<file path="config.mk">
export PLATFORM = sky130hd
export DESIGN_NAME = qrs_front
export DESIGN_NICKNAME = d
export VERILOG_FILES = /design/src/rtl/core/quadratic_root_solver_assert.svh /design/src/rtl/core/qrs_pkg.sv /design/src/rtl/core/qrs_front.sv
export SDC_FILE = /design/constraint.sdc
export NUM_CORES = 2
export LEC_CHECK = 0
export BUFFER_PORTS_ARGS = -buffer_cell sky130_fd_sc_hd__buf_2
export CAP_MARGIN = 20
export CORE_ASPECT_RATIO = 0.9
export CORE_MARGIN = 4
export CORE_UTILIZATION = 35
export CTS_CLUSTER_SIZE = 14
export DETAILED_ROUTE_END_ITERATION = 10
export SLEW_MARGIN = 30
export SYNTH_ARGS = -nofsm -noshare
export SYNTH_HDL_FRONTEND = slang
export SYNTH_SLANG_ARGS = --single-unit
</file>
<file path="constraint.sdc">
create_clock -name clk -period 6 [get_ports clk]
set_input_delay 1.2 -clock clk [delete_from_list [all_inputs] [get_ports clk]]
set_output_delay 1.2 -clock clk [all_outputs]
set_load 0.05 [all_outputs]
</file>
<file path="src/rtl/core/quadratic_root_solver_assert.svh">
// ----------------------------------------------------------------------------
// Quadratic root solver assertion macros
// Implication checks on the rising clock edge, disabled while reset is low.
// ----------------------------------------------------------------------------
`ifndef QUADRATIC_ROOT_SOLVER_ASSERT_SVH
`define QUADRATIC_ROOT_SOLVER_ASSERT_SVH

`ifndef ASSERT_OFF
// same-cycle implication
`define QRS_ASSERT_IMP(label, clock, rst_n, ante, cons) \
	label: assert property (@(posedge clock) disable iff (!rst_n) (ante) |-> (cons)) \
		else $error("quadratic_root_solver assertion failed");
// next-cycle implication
`define QRS_ASSERT_NXT(label, clock, rst_n, ante, cons) \
	label: assert property (@(posedge clock) disable iff (!rst_n) (ante) |=> (cons)) \
		else $error("quadratic_root_solver assertion failed");
`else
`define QRS_ASSERT_IMP(label, clock, rst_n, ante, cons)
`define QRS_ASSERT_NXT(label, clock, rst_n, ante, cons)
`endif

`endif

</file>
<file path="src/rtl/core/qrs_pkg.sv">
// ----------------------------------------------------------------------------
// qrs_pkg
// Widths, codes and payload types shared by the quadratic root solver.
// ----------------------------------------------------------------------------
package qrs_pkg;

	localparam int COEF_W    = 16;
	localparam int ROOT_W    = 32;
	localparam int ROOT_FRAC = ROOT_W / 2;
	localparam int GUARD_RAW = (61 - 2 * COEF_W) / 2;
	localparam int GUARD     = (GUARD_RAW < ROOT_FRAC) ? GUARD_RAW : ROOT_FRAC;
	localparam int TSHIFT    = ROOT_FRAC - GUARD;

	// discriminant and its magnitude
	localparam int D_W    = 2 * COEF_W + 2;
	localparam int DMAG_W = 2 * COEF_W + 1;

	// square root: radicand |d| * 2^(2G), padded to an even width
	localparam int SQ_IN_W = DMAG_W + 2 * GUARD;
	localparam int SQ_W    = (SQ_IN_W + 1) / 2;

	// -b * 2^G and 2a
	localparam int NB_W  = COEF_W + GUARD + 1;
	localparam int DEN_W = COEF_W + 1;

	// numerator magnitudes and divider widths
	localparam int MX_W   = (((COEF_W - 1 + GUARD) > SQ_W) ? (COEF_W - 1 + GUARD) : SQ_W) + 1;
	localparam int NMAG_W = MX_W + TSHIFT;
	localparam int QN_W   = NMAG_W + 2;
	localparam int QD_W   = DEN_W + 1;

	typedef enum logic [1:0] {
		KIND_TWO_REAL = 2'd0,
		KIND_DOUBLE   = 2'd1,
		KIND_COMPLEX  = 2'd2,
		KIND_DEGEN    = 2'd3
	} kind_t;

	typedef struct packed {
		logic signed [COEF_W-1:0] coef_a;
		logic signed [COEF_W-1:0] coef_b;
		logic signed [COEF_W-1:0] coef_c;
	} qrs_in_t;

	typedef struct packed {
		logic signed [ROOT_W-1:0] root1_real;
		logic signed [ROOT_W-1:0] root1_imag;
		logic signed [ROOT_W-1:0] root2_real;
		logic signed [ROOT_W-1:0] root2_imag;
		logic [1:0]               root_kind;
		logic                     saturated;
	} qrs_out_t;

	// classified item passed from front to back
	typedef struct packed {
		kind_t                    kind;
		logic [DMAG_W-1:0]        dmag;
		logic signed [NB_W-1:0]   nb;
		logic signed [DEN_W-1:0]  den;
	} qrs_job_t;

endpackage

</file>
<file path="src/rtl/core/qrs_front.sv">
// ----------------------------------------------------------------------------
// qrs_front
// Accepts coefficient sets, forms the discriminant, classifies the roots and
// queues the job for the back end.
// ----------------------------------------------------------------------------
module qrs_front (
	input  logic              clk,
	input  logic              arst_n,
	input  logic              start,
	output logic              busy,
	input  qrs_pkg::qrs_in_t  coefs,
	output logic              job_valid,
	output qrs_pkg::qrs_job_t job
);

	localparam int QDEPTH = 2;
	localparam int PTR_W  = $clog2(QDEPTH);
	localparam int CNT_W  = $clog2(QDEPTH + 1);

	logic                                  accept;
	logic                                  valid_s1;
	logic signed [qrs_pkg::COEF_W-1:0]     a_s1;
	logic signed [qrs_pkg::COEF_W-1:0]     b_s1;
	logic signed [2*qrs_pkg::COEF_W-1:0]   bb_s1;
	logic signed [2*qrs_pkg::COEF_W-1:0]   ac_s1;
	logic signed [qrs_pkg::D_W-1:0]        disc;
	qrs_pkg::qrs_job_t                     job_new;
	qrs_pkg::qrs_job_t                     queue_q [QDEPTH];
	logic [PTR_W-1:0]                      wr_ptr_q;
	logic [PTR_W-1:0]                      rd_ptr_q;
	logic [CNT_W-1:0]                      count_q;
	logic                                  push;
	logic                                  pop;

	assign accept = start && !busy;
	assign busy   = (count_q == CNT_W'(QDEPTH));

	// capture the products of the accepted set
	always_ff @(posedge clk or negedge arst_n) begin
		if (!arst_n) begin
			valid_s1 <= 1'b0;
		end else begin
			valid_s1 <= accept;
		end
	end

	always_ff @(posedge clk) begin
		if (accept) begin
			a_s1  <= coefs.coef_a;
			b_s1  <= coefs.coef_b;
			bb_s1 <= (2 * qrs_pkg::COEF_W)'(coefs.coef_b) *
				(2 * qrs_pkg::COEF_W)'(coefs.coef_b);
			ac_s1 <= (2 * qrs_pkg::COEF_W)'(coefs.coef_a) *
				(2 * qrs_pkg::COEF_W)'(coefs.coef_c);
		end
	end

	// discriminant and classification
	always_comb begin
		disc         = qrs_pkg::D_W'(bb_s1) - (qrs_pkg::D_W'(ac_s1) <<< 2);
		job_new.dmag = qrs_pkg::DMAG_W'((disc < 0) ? -disc : disc);
		job_new.nb   = -(qrs_pkg::NB_W'(b_s1)) <<< qrs_pkg::GUARD;
		job_new.den  = qrs_pkg::DEN_W'(a_s1) <<< 1;
		priority if (a_s1 == '0) begin
			job_new.kind = qrs_pkg::KIND_DEGEN;
		end else if (disc > 0) begin
			job_new.kind = qrs_pkg::KIND_TWO_REAL;
		end else if (disc == 0) begin
			job_new.kind = qrs_pkg::KIND_DOUBLE;
		end else begin
			job_new.kind = qrs_pkg::KIND_COMPLEX;
		end
	end

	// job queue; the back end drains one entry per cycle
	assign push      = valid_s1;
	assign pop       = (count_q != '0);
	assign job_valid = pop;
	assign job       = queue_q[rd_ptr_q];

	always_ff @(posedge clk or negedge arst_n) begin
		if (!arst_n) begin
			wr_ptr_q <= '0;
			rd_ptr_q <= '0;
			count_q  <= '0;
		end else begin
			if (push) begin
				wr_ptr_q <= wr_ptr_q + 1'b1;
			end
			if (pop) begin
				rd_ptr_q <= rd_ptr_q + 1'b1;
			end
			count_q <= count_q + CNT_W'(push) - CNT_W'(pop);
		end
	end

	always_ff @(posedge clk) begin
		if (push) begin
			queue_q[wr_ptr_q] <= job_new;
		end
	end

endmodule

</file>
==> flow_metrics.py <==
metrics = {
    "status": {
        "status": "finished, violations left",
        "violations": "setup timing",
    },
    "synth": {
        "synth_edf_count": 228,
        "yosys_warnings": 0,
        "synth-main-ff-cell": "edfxtp_1",
        "yosysTopAreaCell": "fa_1",
        "syn-cell-area_um2": 29700,
        "synth_area_leaders": "fa_1, edfxtp_1, ha_1",
        "async_flop_share": 0.0215,
        "synth-seq-cells": 233,
        "ys_seq_area_frac": 0.235,
        "synth_cell_types": 78,
        "synthCells": 2869,
        "synth_top_area_share": 0.336,
        "avgSynthCellArea_um2": 10.3,
    },
    "final_layout": {
        "layout_commonest_cell": "inv_1",
        "mostFrequentLayoutCells": "inv_1, fa_1, buf_4",
        "syn2layout_area_growth_pct": 23.2,
        "design_area_um2": 36500,
        "layout-drive-gt1-share": 0.252,
        "antenna_cells": 0,
        "post-route-util": 0.434,
        "fillers": 8021,
        "final_nets": 4080,
        "ff_latch_area_um2": 6970,
        "multi_input_area_um2": 20800,
    },
    "route": {
        "via_per_inst": 4.61,
        "drcViolationCount": 0,
        "ant_nets": 0,
        "wl_per_cell_um": 14.8,
        "firstDrtPassIters": 5,
        "totalWireLength_mm": 66.4,
        "num_vias": 20600,
        "drt-initial-drc-count": 1119,
    },
    "critical_path": {
        "cp-end-kind": "flop",
        "crit_type": "primary input to flop",
        "crit_fanout": 4,
        "r2r_slack_ns": 1.68,
        "cp_data_required_time_ns": 6.29,
        "ff2ff_path_depth": 14,
        "r2r_end": "queue_q[1][66]",
        "path_common_cell": "fa_2",
        "worstPathCellList": "buf_12 -> buf_6 -> and2_4 -> fa_1 -> inv_2 -> fa_2 -> fa_2 -> fa_1 -> inv_1 -> fa_2 -> fa_2 -> ha_4 -> a21o_1 -> a21o_1 -> a21oi_2 -> o211a_4 -> nand3_4 -> o21ai_4 -> a31oi_4 -> a211o_1 -> a21oi_2 -> xnor2_2",
        "slowest_delay_ns": 0.56,
        "crit_path_top_delay_cell": "fa_1",
        "start_kind": "primary input",
        "cp.arrival_ns": 6.51,
        "cp_top_family": "adder cells",
        "worstSetupStartpoint": "coefs[24]",
        "endpoint": "bb_s1[30]",
        "path_buf_inv": 4,
        "r2r_start": "bb_s1[2]",
        "crit_cells": 22,
    },
    "floorplanning": {
        "die_w_um": 315,
        "io_pins": 136,
        "start_util": 0.353,
        "core_um2": 84200,
        "row_count": 101,
        "dieArea_um2": 89500,
        "die_h_um": 284,
    },
    "grt": {
        "grt_pass1_wl_mm": 113,
        "grt_pass1_vias": 22100,
        "antenna_found_initial": 0,
        "track_usage": 0.155,
        "overflow": 0,
        "grt_start_max_net_pins": 68,
    },
    "clocking": {
        "cts_sinks": 233,
        "cts_hold_buf": 0,
        "cts_buffers": 26,
        "cts_tree": "yes",
        "clockRootBuffer": "clkbuf_16",
        "clk_path_buf_depth": 3,
        "clock_latency_ns": 0.55,
        "htree_levels": 1,
        "cts.clk_slew.worst_paths_ns": 0.06,
    },
    "timing": {
        "max_freq_mhz": 161,
        "finalCritPeriodShare": 1.04,
        "setup_viol": 13,
        "worst_slew_pin_slew_ns": 0.925,
        "max-slew-margin-rel": 0.374,
        "finalCriticalPeriod_ns": 6.22,
        "maxSlewViolCount": 0,
        "skew_ns": 0.0173,
        "layout_setup_ws_ns": -0.224,
        "hold_viol": 0,
        "holdWs_ns": 0.468,
        "rsz0062_at_grt": "true",
    },
    "placement": {
        "dp_hpwl_mm": 55.0,
        "io_buffers": 120,
        "placed_area_um2": 34500,
        "place_congestion": 0.838,
    },
    "run": {
        "cap_violations": 0,
    },
    "worst_hold_path": {
        "hold_class": "primary input to asynchronous set/reset pin",
    },
}
==> metrics by stage <==
step	TNS [ns]	setup WS, ns	std cells
6_report	-1.48	-0.224	4481
4_1_cts	-1.59	-0.265	4461
3_3_place_gp	-21.45	-0.926	4399
2_1_floorplan	-6.08	-0.574	2883
5_1_grt	-4.41	-0.411	4481
3_5_place_dp	-22.37	-1.02	4399
==> timing repair <==
item                                    4_1_cts  5_1_grt
buffers inserted                             13       20
pin swaps                                    61       84
cloned                                        1        0
endpoints found under the setup margin       19       25
hold endpoints to repair                      0        0
gates resized for setup                     103      159
==> registers in the layout, summed over array words and instances, names as in the netlist <==
register  count
count_q       2
queue_q     134
a_s1         16
bb_s1        30
wr_ptr_q      1
ac_s1        32
rd_ptr_q      1
b_s1         16
push          1
==> cells in the mapped netlist (all sizes together), types with 23 or more instances <==
library cell / instances
a21o: 30
a21oi: 90
and2: 175
buf: 28
clkbuf: 68
edfxtp: 228
fa: 498
ha: 203
inv: 654
mux2: 67
nand2: 261
nand3: 23
nor2: 102
nor3: 28
o21ai: 54
xnor2: 93
xor2: 52
==> worst min-delay path by stage <==
stage              from        endpoint  slack, ns  cells after the start
3_3_place_gp    a_s1[7]   queue_q[1][7]       0.46                      0
5_1_grt          arst_n        rd_ptr_q       0.44                      1
2_1_floorplan  a_s1[10]  queue_q[0][10]       0.45                      0
6_report         arst_n        rd_ptr_q       0.47                      1
3_5_place_dp    a_s1[7]   queue_q[1][7]       0.47                      0
4_1_cts          arst_n        rd_ptr_q       0.43                      1
==> metal layers <==
metal / vias up / track usage / routed length, um
met5: - / 0 / 0
met3: 49 / 0.0160 / 2960
met2: 372 / 0.263 / 32400
met4: 0 / 0.0231 / 737
met1: 10300 / 0.218 / 30300
li1: 9882 / - / -
==> final cells by class <==
| cell class | instances | area share |
|---|---|---|
| Clock buffer | 31 | 0.0189 |
| Clock inverter | 17 | 0.00459 |
| Inverter | 654 | 0.0674 |
| Multi-Input combinational cell | 1900 | 0.568 |
| Sequential cell | 233 | 0.191 |
| Tap cell | 1133 | 0.0388 |
| Timing Repair Buffer | 513 | 0.112 |
==> worst register-to-register path: stages, from the launching register on <==
cell      delay [ns]
edfxtp_1        0.37
inv_1           0.07
ha_1            0.17
inv_1           0.06
fa_1            0.44
a211oi_4        0.33
o21ai_2         0.17
a2111o_1        0.43
and2_4          0.16
o311ai_4        0.36
o21ai_2         0.09
or4_4           0.43
and4b_2         0.39
nand2_2         0.07
o41ai_2         0.52
==> cell families after synthesis <==
family / share of synthesized area
AOI/OAI and AO/OA: 0.0606
xor gates and xnor gates: 0.0428
adders and majority gates: 0.422
buffers and inverters: 0.0974
DFF: 0.235
muxes: 0.0264
other: 0.000126
and+or+nand+nor: 0.116
Power is not shown: default switching activity piles up to over one toggle a cycle in this logic, so the estimate is an artifact.
